`src/sv/random_replacement_key_cache_core_defines.svh`:
```
// ----------------------------------------------------------------------------
// random_replacement_key_cache_core_defines
// assertion macros used by the key cache datapath
// ----------------------------------------------------------------------------
`ifndef RANDOM_REPLACEMENT_KEY_CACHE_CORE_DEFINES_SVH
`define RANDOM_REPLACEMENT_KEY_CACHE_CORE_DEFINES_SVH

// same-cycle implication, clocked on clk, off during reset
`define RRKC_ASSERT_NOW(lbl, ante, cons, msg) \
    lbl: assert property (@(posedge clk) disable iff (!rst_n) (ante) |-> (cons)) \
        else $error(msg);

// next-cycle implication, clocked on clk, off during reset
`define RRKC_ASSERT_NEXT(lbl, ante, cons, msg) \
    lbl: assert property (@(posedge clk) disable iff (!rst_n) (ante) |=> (cons)) \
        else $error(msg);

`endif

```
`src/sv/rrkc_pkg.sv`:
```
// ----------------------------------------------------------------------------
// rrkc_pkg
// shared types and constants of the random replacement key cache
// ----------------------------------------------------------------------------
package rrkc_pkg;

    localparam int KEY_W        = 16;
    localparam int PICK_W       = 16;
    localparam int CAP_W        = 5;
    localparam int ENTRIES_DEF  = 16;
    localparam int KEY_BITS_DEF = 16;

    localparam logic [CAP_W-1:0] CAP_RESET = 5'd16;

    typedef struct packed {
        logic [KEY_W-1:0]  key;
        logic [PICK_W-1:0] random_pick;
    } req_t;

    typedef struct packed {
        logic             hit;
        logic             evicted;
        logic [KEY_W-1:0] evicted_key;
    } rsp_t;

    // controller to datapath
    typedef struct packed {
        logic load;
        logic search;
        logic rd_vic;
        logic rd_last;
        logic wr_vic;
        logic wr_last;
        logic wr_ins;
        logic ret;
        logic ret_evict;
    } dp_cmd_t;

    // datapath to controller
    typedef struct packed {
        logic scan_done;
        logic hit;
        logic cap_zero;
        logic need_evict;
        logic div_done;
        logic out_busy;
    } dp_sts_t;

endpackage

```
`src/sv/rrkc_ram.sv`:
```
// ----------------------------------------------------------------------------
// rrkc_ram
// generic simple dual port ram, one write and one registered read port
// ----------------------------------------------------------------------------
module rrkc_ram #(
    parameter int WIDTH = 16,
    parameter int DEPTH = 16,
    localparam int ADDR_W = (DEPTH > 1) ? $clog2(DEPTH) : 1
) (
    input  logic              clk,
    input  logic              wr_en,
    input  logic [ADDR_W-1:0] wr_addr,
    input  logic [WIDTH-1:0]  wr_data,
    input  logic              rd_en,
    input  logic [ADDR_W-1:0] rd_addr,
    output logic [WIDTH-1:0]  rd_data
);

    logic [WIDTH-1:0] mem_reg [DEPTH];
    logic [WIDTH-1:0] rd_data_reg;

    always_ff @(posedge clk)
    begin
        if (wr_en)
        begin
            mem_reg[wr_addr] <= wr_data;
        end
        if (rd_en)
        begin
            rd_data_reg <= mem_reg[rd_addr];
        end
    end

    assign rd_data = rd_data_reg;

endmodule

```
`src/sv/rrkc_mod.sv`:
```
// ----------------------------------------------------------------------------
// rrkc_mod
// bit-serial restoring remainder, one dividend bit per cycle
// ----------------------------------------------------------------------------
module rrkc_mod #(
    parameter int DIVISOR_W = 5
) (
    input  logic                           clk,
    input  logic                           rst_n,
    input  logic                           start,
    input  logic [rrkc_pkg::PICK_W-1:0]    dividend,
    input  logic [DIVISOR_W-1:0]           divisor,
    output logic [DIVISOR_W-1:0]           rem,
    output logic                           done
);

    localparam int CNT_W = $clog2(rrkc_pkg::PICK_W + 1);
    localparam int REM_W = DIVISOR_W + 1;

    logic [CNT_W-1:0]              cnt_reg, cnt_next;
    logic [rrkc_pkg::PICK_W-1:0]   dvd_reg, dvd_next;
    logic [DIVISOR_W-1:0]          dvs_reg, dvs_next;
    logic [DIVISOR_W-1:0]          rem_reg, rem_next;
    logic [REM_W-1:0]              rem_sh;
    logic [REM_W-1:0]              dvs_ext;

    always_comb
    begin
        rem_sh   = {rem_reg, dvd_reg[rrkc_pkg::PICK_W-1]};
        dvs_ext  = {1'b0, dvs_reg};
        cnt_next = cnt_reg;
        dvd_next = dvd_reg;
        dvs_next = dvs_reg;
        rem_next = rem_reg;
        if (start)
        begin
            cnt_next = CNT_W'(rrkc_pkg::PICK_W);
            dvd_next = dividend;
            dvs_next = divisor;
            rem_next = '0;
        end
        else if (cnt_reg != '0)
        begin
            // shift in next dividend bit, subtract when it fits
            dvd_next = dvd_reg << 1;
            cnt_next = cnt_reg - 1'b1;
            if (rem_sh >= dvs_ext)
            begin
                rem_next = DIVISOR_W'(rem_sh - dvs_ext);
            end
            else
            begin
                rem_next = DIVISOR_W'(rem_sh);
            end
        end
    end

    always_ff @(posedge clk or negedge rst_n)
    begin
        if (!rst_n)
        begin
            cnt_reg <= '0;
        end
        else
        begin
            cnt_reg <= cnt_next;
        end
    end

    always_ff @(posedge clk)
    begin
        dvd_reg <= dvd_next;
        dvs_reg <= dvs_next;
        rem_reg <= rem_next;
    end

    assign rem  = rem_reg;
    assign done = (cnt_reg == '0);

endmodule

```
`src/sv/rrkc_dp.sv`:
```
// ----------------------------------------------------------------------------
// rrkc_dp
// key cache datapath: key store, fill count, scan, victim remainder, result
// ----------------------------------------------------------------------------
`include "random_replacement_key_cache_core_defines.svh"

module rrkc_dp #(
    parameter int ENTRIES  = rrkc_pkg::ENTRIES_DEF,
    parameter int KEY_BITS = rrkc_pkg::KEY_BITS_DEF
) (
    input  logic                            clk,
    input  logic                            rst_n,
    input  rrkc_pkg::dp_cmd_t               cmd,
    output rrkc_pkg::dp_sts_t               sts,
    input  logic                            in_fire,
    input  rrkc_pkg::req_t                  in_req,
    input  logic                            cfg_we,
    input  logic [rrkc_pkg::CAP_W-1:0]      cfg_data,
    output logic                            out_valid,
    input  logic                            out_ready,
    output rrkc_pkg::rsp_t                  out_rsp
);

    localparam int FILL_W = $clog2(ENTRIES + 1);
    localparam int IDX_W  = (ENTRIES > 1) ? $clog2(ENTRIES) : 1;
    localparam int CMP_W  = (FILL_W > rrkc_pkg::CAP_W) ? FILL_W : rrkc_pkg::CAP_W;

    logic [rrkc_pkg::CAP_W-1:0] cap_reg, cap_next;
    logic [FILL_W-1:0]          fill_reg, fill_next;
    logic [FILL_W-1:0]          idx_reg, idx_next;
    logic                       pend_reg, pend_next;
    logic                       hit_reg, hit_next;
    logic                       out_valid_reg, out_valid_next;
    logic [KEY_BITS-1:0]        key_reg, key_next;
    logic [KEY_BITS-1:0]        evkey_reg, evkey_next;
    rrkc_pkg::rsp_t             rsp_reg, rsp_next;

    logic [CMP_W-1:0]           cap_ext, ent_ext, cap_eff, fill_ext;
    logic                       idx_lt;
    logic [FILL_W-1:0]          last;
    logic [FILL_W-1:0]          victim;
    logic                       div_done;

    logic                       ram_we, ram_re;
    logic [IDX_W-1:0]           ram_waddr, ram_raddr;
    logic [KEY_BITS-1:0]        ram_wdata, ram_rdata;

    // capacity saturates at the store depth
    assign cap_ext  = CMP_W'(cap_reg);
    assign ent_ext  = CMP_W'(ENTRIES);
    assign cap_eff  = (cap_ext > ent_ext) ? ent_ext : cap_ext;
    assign fill_ext = CMP_W'(fill_reg);
    assign idx_lt   = (idx_reg < fill_reg);
    assign last     = fill_reg - 1'b1;

    rrkc_mod #(
        .DIVISOR_W (FILL_W)
    ) u_mod (
        .clk      (clk),
        .rst_n    (rst_n),
        .start    (cmd.load),
        .dividend (in_req.random_pick),
        .divisor  (fill_reg),
        .rem      (victim),
        .done     (div_done)
    );

    rrkc_ram #(
        .WIDTH (KEY_BITS),
        .DEPTH (ENTRIES)
    ) u_ram (
        .clk     (clk),
        .wr_en   (ram_we),
        .wr_addr (ram_waddr),
        .wr_data (ram_wdata),
        .rd_en   (ram_re),
        .rd_addr (ram_raddr),
        .rd_data (ram_rdata)
    );

    always_comb
    begin
        ram_re    = (cmd.search && idx_lt) || cmd.rd_vic || cmd.rd_last;
        ram_raddr = IDX_W'(idx_reg);
        priority if (cmd.rd_vic)
        begin
            ram_raddr = IDX_W'(victim);
        end
        else if (cmd.rd_last)
        begin
            ram_raddr = IDX_W'(last);
        end

        ram_we    = cmd.wr_vic || cmd.wr_last || cmd.wr_ins;
        ram_wdata = key_reg;
        ram_waddr = IDX_W'(fill_reg);
        priority if (cmd.wr_vic)
        begin
            // last slot's key moves into the victim slot
            ram_waddr = IDX_W'(victim);
            ram_wdata = ram_rdata;
        end
        else if (cmd.wr_last)
        begin
            ram_waddr = IDX_W'(last);
        end
    end

    always_comb
    begin
        cap_next       = cfg_we ? cfg_data : cap_reg;
        fill_next      = cmd.wr_ins ? fill_reg + 1'b1 : fill_reg;
        idx_next       = idx_reg;
        pend_next      = 1'b0;
        hit_next       = hit_reg || (pend_reg && (ram_rdata == key_reg));
        key_next       = key_reg;
        evkey_next     = cmd.rd_last ? ram_rdata : evkey_reg;
        rsp_next       = rsp_reg;
        out_valid_next = out_valid_reg && !out_ready;

        if (in_fire)
        begin
            key_next = KEY_BITS'(in_req.key);
        end
        if (cmd.load)
        begin
            idx_next = '0;
            hit_next = 1'b0;
        end
        else if (cmd.search && idx_lt)
        begin
            idx_next  = idx_reg + 1'b1;
            pend_next = 1'b1;
        end

        if (cmd.ret)
        begin
            rsp_next.hit         = hit_reg;
            rsp_next.evicted     = cmd.ret_evict;
            rsp_next.evicted_key = cmd.ret_evict ? rrkc_pkg::KEY_W'(evkey_reg) : '0;
            out_valid_next       = 1'b1;
        end
    end

    always_ff @(posedge clk or negedge rst_n)
    begin
        if (!rst_n)
        begin
            cap_reg       <= rrkc_pkg::CAP_RESET;
            fill_reg      <= '0;
            idx_reg       <= '0;
            pend_reg      <= 1'b0;
            hit_reg       <= 1'b0;
            out_valid_reg <= 1'b0;
        end
        else
        begin
            cap_reg       <= cap_next;
            fill_reg      <= fill_next;
            idx_reg       <= idx_next;
            pend_reg      <= pend_next;
            hit_reg       <= hit_next;
            out_valid_reg <= out_valid_next;
        end
    end

    always_ff @(posedge clk)
    begin
        key_reg   <= key_next;
        evkey_reg <= evkey_next;
        rsp_reg   <= rsp_next;
    end

    always_comb
    begin
        sts.scan_done  = hit_reg || (!pend_reg && (idx_reg == fill_reg));
        sts.hit        = hit_reg;
        sts.cap_zero   = (cap_eff == '0);
        sts.need_evict = (fill_ext >= cap_eff) && (fill_reg != '0);
        sts.div_done   = div_done;
        sts.out_busy   = out_valid_reg && !out_ready;
    end

    assign out_valid = out_valid_reg;
    assign out_rsp   = rsp_reg;

    `RRKC_ASSERT_NOW(a_fill_bound, 1'b1, fill_reg <= FILL_W'(ENTRIES), "fill count above depth")
    `RRKC_ASSERT_NOW(a_victim_range, cmd.rd_vic, victim < fill_reg, "victim outside filled slots")
    `RRKC_ASSERT_NEXT(a_ins_grow, cmd.wr_ins, fill_reg == $past(fill_reg) + 1'b1, "insert lost")
    `RRKC_ASSERT_NOW(a_ret_free, cmd.ret, !sts.out_busy, "result overwrote waiting response")

endmodule

```
`src/sv/rrkc_ctrl.sv`:
```
// ----------------------------------------------------------------------------
// rrkc_ctrl
// key cache controller: scan, evict, insert and respond sequencing
// ----------------------------------------------------------------------------
module rrkc_ctrl (
    input  logic              clk,
    input  logic              rst_n,
    input  logic              in_valid,
    output logic              in_ready,
    output rrkc_pkg::dp_cmd_t cmd,
    input  rrkc_pkg::dp_sts_t sts
);

    localparam logic [3:0] ST_IDLE    = 4'd0;
    localparam logic [3:0] ST_SEARCH  = 4'd1;
    localparam logic [3:0] ST_DIVWAIT = 4'd2;
    localparam logic [3:0] ST_RD_VIC  = 4'd3;
    localparam logic [3:0] ST_RD_LAST = 4'd4;
    localparam logic [3:0] ST_WR_VIC  = 4'd5;
    localparam logic [3:0] ST_WR_LAST = 4'd6;
    localparam logic [3:0] ST_WR_INS  = 4'd7;
    localparam logic [3:0] ST_RESULT  = 4'd8;

    logic [3:0] state_reg, state_next;
    logic       evict_reg, evict_next;

    always_comb
    begin
        state_next = state_reg;
        evict_next = evict_reg;
        cmd        = '0;
        in_ready   = 1'b0;
        unique case (state_reg)
            ST_IDLE:
            begin
                in_ready = 1'b1;
                if (in_valid)
                begin
                    cmd.load   = 1'b1;
                    evict_next = 1'b0;
                    state_next = ST_SEARCH;
                end
            end
            ST_SEARCH:
            begin
                cmd.search = 1'b1;
                if (sts.scan_done)
                begin
                    priority if (sts.hit || sts.cap_zero)
                    begin
                        state_next = ST_RESULT;
                    end
                    else if (sts.need_evict)
                    begin
                        evict_next = 1'b1;
                        state_next = ST_DIVWAIT;
                    end
                    else
                    begin
                        state_next = ST_WR_INS;
                    end
                end
            end
            ST_DIVWAIT:
            begin
                if (sts.div_done)
                begin
                    state_next = ST_RD_VIC;
                end
            end
            ST_RD_VIC:
            begin
                cmd.rd_vic = 1'b1;
                state_next = ST_RD_LAST;
            end
            ST_RD_LAST:
            begin
                cmd.rd_last = 1'b1;
                state_next  = ST_WR_VIC;
            end
            ST_WR_VIC:
            begin
                cmd.wr_vic = 1'b1;
                state_next = ST_WR_LAST;
            end
            ST_WR_LAST:
            begin
                cmd.wr_last = 1'b1;
                state_next  = ST_RESULT;
            end
            ST_WR_INS:
            begin
                cmd.wr_ins = 1'b1;
                state_next = ST_RESULT;
            end
            ST_RESULT:
            begin
                if (!sts.out_busy)
                begin
                    cmd.ret       = 1'b1;
                    cmd.ret_evict = evict_reg;
                    state_next    = ST_IDLE;
                end
            end
            default:
            begin
                state_next = ST_IDLE;
            end
        endcase
    end

    always_ff @(posedge clk or negedge rst_n)
    begin
        if (!rst_n)
        begin
            state_reg <= ST_IDLE;
            evict_reg <= 1'b0;
        end
        else
        begin
            state_reg <= state_next;
            evict_reg <= evict_next;
        end
    end

endmodule

```
`src/sv/random_replacement_key_cache_core.sv`:
```
// ----------------------------------------------------------------------------
// random_replacement_key_cache_core
// fully associative key store with random victim replacement
// ----------------------------------------------------------------------------
// One request at a time: a request is taken in idle, the filled slots are
// scanned one per cycle through the key ram's registered read port, and a
// hit or a store with capacity zero answers after the scan. A miss below
// capacity appends the key with one write. A miss at or above capacity
// evicts: the victim slot is random_pick modulo the fill count, worked out
// by a bit-serial remainder unit that starts when the request is taken and
// runs alongside the scan; a wait state holds until the remainder is done,
// then the victim and the last slot are read and the last key moved into
// the victim slot, and the new key is written to the last slot. The
// response sits in an output register, so a new request is taken while the
// previous response still waits.
// ----------------------------------------------------------------------------
module random_replacement_key_cache_core #(
    parameter int ENTRIES  = rrkc_pkg::ENTRIES_DEF,
    parameter int KEY_BITS = rrkc_pkg::KEY_BITS_DEF
) (
    input  logic                        clk,
    input  logic                        rst_n,
    // request channel
    input  logic                        in_valid,
    output logic                        in_ready,
    input  rrkc_pkg::req_t              in_req,
    // response channel
    output logic                        out_valid,
    input  logic                        out_ready,
    output rrkc_pkg::rsp_t              out_rsp,
    // capacity register write
    input  logic                        cfg_we,
    input  logic [rrkc_pkg::CAP_W-1:0]  cfg_data
);

    rrkc_pkg::dp_cmd_t cmd;
    rrkc_pkg::dp_sts_t sts;
    logic              in_fire;

    // request taken on handshake
    assign in_fire = in_valid && in_ready;

    // sequencing of scan, eviction and insert
    rrkc_ctrl u_ctrl (
        .clk      (clk),
        .rst_n    (rst_n),
        .in_valid (in_valid),
        .in_ready (in_ready),
        .cmd      (cmd),
        .sts      (sts)
    );

    // key ram, fill count, remainder unit and response register
    rrkc_dp #(
        .ENTRIES  (ENTRIES),
        .KEY_BITS (KEY_BITS)
    ) u_dp (
        .clk       (clk),
        .rst_n     (rst_n),
        .cmd       (cmd),
        .sts       (sts),
        .in_fire   (in_fire),
        .in_req    (in_req),
        .cfg_we    (cfg_we),
        .cfg_data  (cfg_data),
        .out_valid (out_valid),
        .out_ready (out_ready),
        .out_rsp   (out_rsp)
    );

endmodule

```
`config.mk`:
```
export PLATFORM = sky130hd
export DESIGN_NAME = random_replacement_key_cache_core
export DESIGN_NICKNAME = d
export VERILOG_FILES = /design/src/sv/rrkc_pkg.sv /design/src/sv/rrkc_ram.sv /design/src/sv/rrkc_mod.sv /design/src/sv/rrkc_dp.sv /design/src/sv/rrkc_ctrl.sv /design/src/sv/random_replacement_key_cache_core.sv
export VERILOG_INCLUDE_DIRS = /design/src /design/src/sv
export SDC_FILE = /design/constraint.sdc
export NUM_CORES = 1
export LEC_CHECK = 0
export BUFFER_PORTS_ARGS = -buffer_cell sky130_fd_sc_hd__buf_2
export CAP_MARGIN = 40
export CORE_MARGIN = 4
export CORE_UTILIZATION = 45
export CTS_CLUSTER_DIAMETER = 100
export DETAILED_ROUTE_END_ITERATION = 10
export PLACE_DENSITY = 0.59
export SLEW_MARGIN = 15
export SYNTH_ARGS = -nofsm -noshare
export SYNTH_HDL_FRONTEND = slang
export SYNTH_SLANG_ARGS = --single-unit
export TNS_END_PERCENT = 20
```
`constraint.sdc`:
```
create_clock -name clk -period 10.1 [get_ports clk]
set_input_delay 1.01 -clock clk [delete_from_list [all_inputs] [get_ports clk]]
set_output_delay 1.01 -clock clk [all_outputs]
set_load 0.005 [all_outputs]
```
After elaboration in Yosys (flattened, before gate mapping)
Memories as Yosys holds them, arrays and structs flattened. A register that Yosys moved wholly into a read port is not among the register bits.
Cells that the tools add are included.
Widths: inputs -> output; s select.

word-level totals
  bits in registers = 104
  memory bits (writable) = 256
  input bits = 42
  word-level logic and storage cells = 111
  memories kept = 1

memories
  memory              depth  bits a word  rd ports  clocked after memory_dff  wr ports  RTL line        source
  u_dp.u_ram.mem_reg  16     16           1         1                         1         rrkc_ram.sv:19  logic [WIDTH-1:0] mem_reg [DEPTH];

operators by class
  add/sub/neg operators = 5
  magnitude comparators = 4
  equality and inequality tests = 16
  multiplexer cells = 42
  reductions and logical operators = 26

operators with widths
  cell                 count
  $mux 16              3
  $mux 4               9
  $pmux 4 s8           1
  $mux 5               6
  $mux 1               19
  $eq 16x16->1         1
  $eq 4x3->1 const B   4
  $add 5x1->5 const B  2
  $logic_not 5->1      2
  $ne 2x2->1 const B   5
  $reduce_bool 5->1    2
  $eq 4x2->1 const B   2
  $logic_or 1x1->1     7
  $ge 6x5->1           1
  $logic_and 1x1->1    6
  $reduce_bool 2->1    3
  $eq 5x5->1           1
  $ge 5x5->1           1
  $gt 5x5->1 const B   1
  $lt 5x5->1           1
  $reduce_and 5->1     1
  $sub 5x1->5 const B  1
  $sub 5x5->5          1
  $eq 4x1->1 const B   1
  other kinds (10)     12

Depth between registers and ports, before layout
  depth in word-level cells = 8
  depth in mapped cells = 11
  mapped depth without buffers = 10

By module
A second synthesis with hierarchy kept.

second synthesis, totals
  cells, all modules = 853
  area total of the unflattened synthesis = 15433.6 um^2

by module, submodules not included
  module                             instances  cells an instance  area each (um^2)  sequential area each (um^2)
  rrkc_ram                           1          432                10202.3           8167.8
  rrkc_dp                            1          246                3253.1            1953.1
  rrkc_mod                           1          125                1535.2            855.8
  rrkc_ctrl                          1          49                 436.7             125.1
  random_replacement_key_cache_core  1          1                  6.3               0.0

Worst setup path after synthesis
Ideal clock, no wire load.

  kind = reg2reg
  start point = reg u_ctrl.state_reg[3]
  end point = reg u_dp.u_ram.rd_data_reg[4] (netlist: u_dp.u_ram.rd_data[4]) (read register of u_dp.u_ram.mem_reg), data pin
  arrival = 2973 ps
  data required time = 9839 ps
  setup slack = 6866 ps
  stages on the path, launching flop included = 11
  path buffers = 4
  clock period less this slack = 3234 ps
  cell sequence = dfrtp_1 buf_2 nor4b_4 mux2i_1 mux2i_4 buf_4 buf_4 buf_2 a211oi_1 a31oi_1 a221o_1

between the ends
  word-level cells in the longest chain between the ends = 5
  elaborated cells on any way between the ends = 11
  those cells by class = eq/ne (3); mux (5); reduce/logical (3)

RTL lines
  element                         RTL line          source
  from (decl)                     rrkc_ctrl.sv:24   logic [3:0] state_reg, state_next;
  from (signal assigned)          rrkc_ctrl.sv:121  state_reg <= state_next;
  $eq 4x1->1                      rrkc_ctrl.sv:33   unique case (state_reg)
  $mux 1                          rrkc_ctrl.sv:33
  $logic_and 1x1->1               rrkc_dp.sv:83     ram_re = (cmd.search && idx_lt) || cmd.rd_vic || cmd.rd_last;
  $logic_or 1x1->1 (2 in series)  rrkc_dp.sv:83
  to (decl)                       rrkc_ram.sv:20    logic [WIDTH-1:0] rd_data_reg;

Several ways; a longest one is shown, not always the timed one.
A chain may end at the register's enable or synchronous reset.

Worst setup path in the final report
  start point = reg u_ctrl.state_reg[1]
  end point = reg u_dp.u_ram.rd_data_reg[10] (netlist: u_dp.u_ram.rd_data[10]) (read register of u_dp.u_ram.mem_reg), data pin

The elaborated chain is that of the path after synthesis.

==> metrics.yaml <==
floorplan:
  die_y_um: 195
  top_level_ports: 62
  start_util_pct: 45.5
  core_area_mm2: 0.0345
  die_area_mm2: 0.0380
  die_w_um: 195
  rows: 68
critical_path:
  crit_buf_inv: 2
  path_cells: "nand2_1 > nor2_1 > a211oi_1 > a21oi_4 > buf_4 > buf_4 > mux2_2 > o22ai_1 > a221o_1"
  crit_path_frequent_cell: "buf_4"
  cpLargestDelayFamily: "buffers and inverters"
  critPathRequiredTime_ps: 10370
  critPathKind: "reg2reg"
  critical_path_depth: 9
  ff2ff_path_depth: 9
  cp_slowest_stage_delay_ps: 780
  worstPathArrival_ps: 4030
  cp_slowest_cell: "dfrtp_1"
  crit_path_start_kind: "flip-flop"
  end_kind: "flip-flop"
  cp_max_fo: 54
clock_tree:
  numCtsBuffers: 41
  htreeDepth: 2
  cts_tree: "built"
  clk_path_buf_depth: 3
  clock_latency_ps: 540
  post-cts-setup-buffers: 0
  ctsHoldBuffers: 0
  cts.sinks: 376
  cts.clk_slew.worst_paths_ps: 60
  cts-resized-gates: 0
  ctsRootBufferMaster: "clkbuf_16"
min_path:
  hold_path_class: "in2async"
route:
  first_pass_iters: 8
  avgRoutedWirePerCell_um: 21.7
  vias_per_cell: 5.54
  drt_iter0_markers: 560
  vias: 9137
  drt_wl_total_mm: 35.8
  drc: 0
  postRouteAntennaNets: 0
yosys:
  yosys_warnings: 0
  ys_async_sr_fraction_pct: 7.45
  synth_top_area_share_pct: 65.5
  synthTopCellsByArea: "edfxtp_1 (65%), mux2i_1 (4.5%), dfrtp_1 (4.3%)"
  ys_seq_area_share_pct: 70.6
  synth-seq-cells: 376
  syn-num-nets: 1136
  yosysTopAreaCell: "edfxtp_1"
  syn-instance-count: 1073
  synth_cell_types: 55
  synth_area_mm2: 0.0157
  synth-edff-count: 343
  synth_ff_type: "edfxtp_1"
  synth.avg_cell_area_um2: 14.7
placement:
  io_buffer_count: 61
  dp.cells: 1575
  detailed_place_hpwl_mm: 21.7
  place_congestion: 0.821
  place_worst_setup_slack_ps: 6380
  dpl-instance-area_mm2: 0.0168
global_route:
  grt_max_degree: 64
  grt_pass1_vias: 8840
  grt_pass1_wl_mm: 54.1
  grt_use_total_pct: 18.4
  antenna_found_initial: 0
  grt.overflow.total: 0
sta:
  fmax_mhz: 266
  fin_crit_sh_pct: 37.2
  period_needed_ps: 3760
  tns_ps: 0
  fin_skew_ps: 20.8
  rsz0062_at_grt: "no"
  slew_headroom_pct: 53.4
  drv_slew: 0
  setup_ws_ps: 6340
  worst_pin_slew_ps: 698
  hold_viol: 0
  setup_viol: 0
status:
  status: "completed"
layout:
  postLayoutCellArea_mm2: 0.0181
  drive_gt1_share_pct: 19.5
  utilization_pct: 52.3
  instances_no_fill: 1649
  syn_to_final_growth_pct: 14.9
  antenna_cells: 0
  largest_reg_flops: 256
  nets: 1226
pwr:
  ir_worst_vdd_uv: 165
  p_per_area_mw_per_mm2: 306
  p_leak_nw: 6.76
run:
  drv_cap: 0
-- synthesized netlist by cell type (3+ instances only) --
master and count:
ha_1 20, clkbuf_1 19, buf_1 4, and2_1 3, a21o_1 3, and3_1 17, buf_2 16, nand2_1 150
nor2_1 49, a31oi_1 35, xnor2_1 24, nor3_1 8, a211o_1 3, nor2b_1 38, nand4_1 8, mux2_2 53
edfxtp_1 343, dfrtp_1 27, a211oi_1 37, nand3_1 6, buf_4 9, nand2b_1 6, dfxtp_1 5, o22ai_1 20
o21ai_0 16, a221o_1 15, inv_1 19, a21oi_1 14, mux2i_1 70, xor2_1 3, nor4_1 3
-- final cells by class --
class                      instances  area (um2)
timing repair buffer              97         701
sequential                       376       11100
clock inverter                    27         243
fill                            2886       16500
inverter                          20        75.1
clock buffer                      47        1050
tap                              455         569
multi-input combinational        627        4340
-- final timing paths --
kind | slack [ps] | endpoint | startpoint
max in group asynchronous | 9130 | u_dp.u_mod.cnt_reg[3]$_DFFE_PN0P_ | rst_n
worst min register to register | 510 | u_dp.evkey_reg[3]$_DFFE_PP_ | u_dp.u_ram.rd_data[3]$_DFFE_PP_
worst max register to register | 6340 | u_dp.u_ram.rd_data[10]$_DFFE_PP_ | u_ctrl.state_reg[1]$_DFFE_PN0P_
worst min-delay path | 510 | u_dp.cap_ext[1]$_DFFE_PN0P_ | rst_n
min in group clk | 510 | u_dp.evkey_reg[3]$_DFFE_PP_ | u_dp.u_ram.rd_data[3]$_DFFE_PP_
worst max-delay path | 6340 | u_dp.u_ram.rd_data[10]$_DFFE_PP_ | u_ctrl.state_reg[1]$_DFFE_PN0P_
-- cell usage in the layout (no fill, tap or decap), drive strengths merged, types with 14 or more instances in the layout --
| cell type | Yosys | final |
|---|---|---|
| buf | 31 | 97 |
| a21oi | 14 | 14 |
| edfxtp | 343 | 343 |
| a31oi | 35 | 35 |
| o22ai | 20 | 20 |
| nand2 | 150 | 150 |
| a221o | 15 | 15 |
| nor2b | 38 | 38 |
| a211oi | 37 | 37 |
| clkbuf | 19 | 47 |
| inv | 19 | 22 |
| mux2 | 53 | 53 |
| and3 | 17 | 17 |
| ha | 20 | 20 |
| mux2i | 71 | 71 |
| clkinv | 1 | 19 |
| xnor2 | 24 | 24 |
| nor2 | 49 | 49 |
| dfrtp | 27 | 27 |
| o21ai | 16 | 16 |
-- logic make-up after synthesis --
group | count (synthesis) | share of synthesized area [%]
fa+ha+maj | 21 | 1.72
simple gates | 299 | 8.80
xor+xnor | 27 | 1.50
compound gates | 156 | 6.90
mux | 124 | 8.39
flops | 376 | 70.6
buf+inv | 70 | 2.11
-- layer usage --
metal / share of wire [%] / up-vias / global-route usage [%]
met5: 0 / - / 0
met4: 1.6 / 0 / 4.01
met3: 6.7 / 55 / 3.85
met2: 45 / 273 / 28.3
met1: 47 / 4558 / 27.3
li1: - / 4251 / -
-- worst register-to-register path, cell delays in order (launching register included) --
cell	delay [ps]
dfrtp_1	780
nand2_1	170
nor2_1	470
a211oi_1	150
a21oi_4	160
buf_4	460
buf_4	660
mux2_2	300
o22ai_1	70
a221o_1	270
-- where the power goes --
group	internal [mW]	total (mW)	switching (mW)
clock	0.829	1.43	0.602
combinational	0.735	1.82	1.09
sequential	2.10	2.28	0.181
total	3.66	5.53	1.87
-- per-stage QoR --
step	hold WS, ps	total power [mW]
detailed placement	487	4.13
floorplan	449	3.56
CTS	502	5.57
global route	530	5.83
finish	506	5.53
global placement	479	4.02
(Power assumes the default switching activity.)
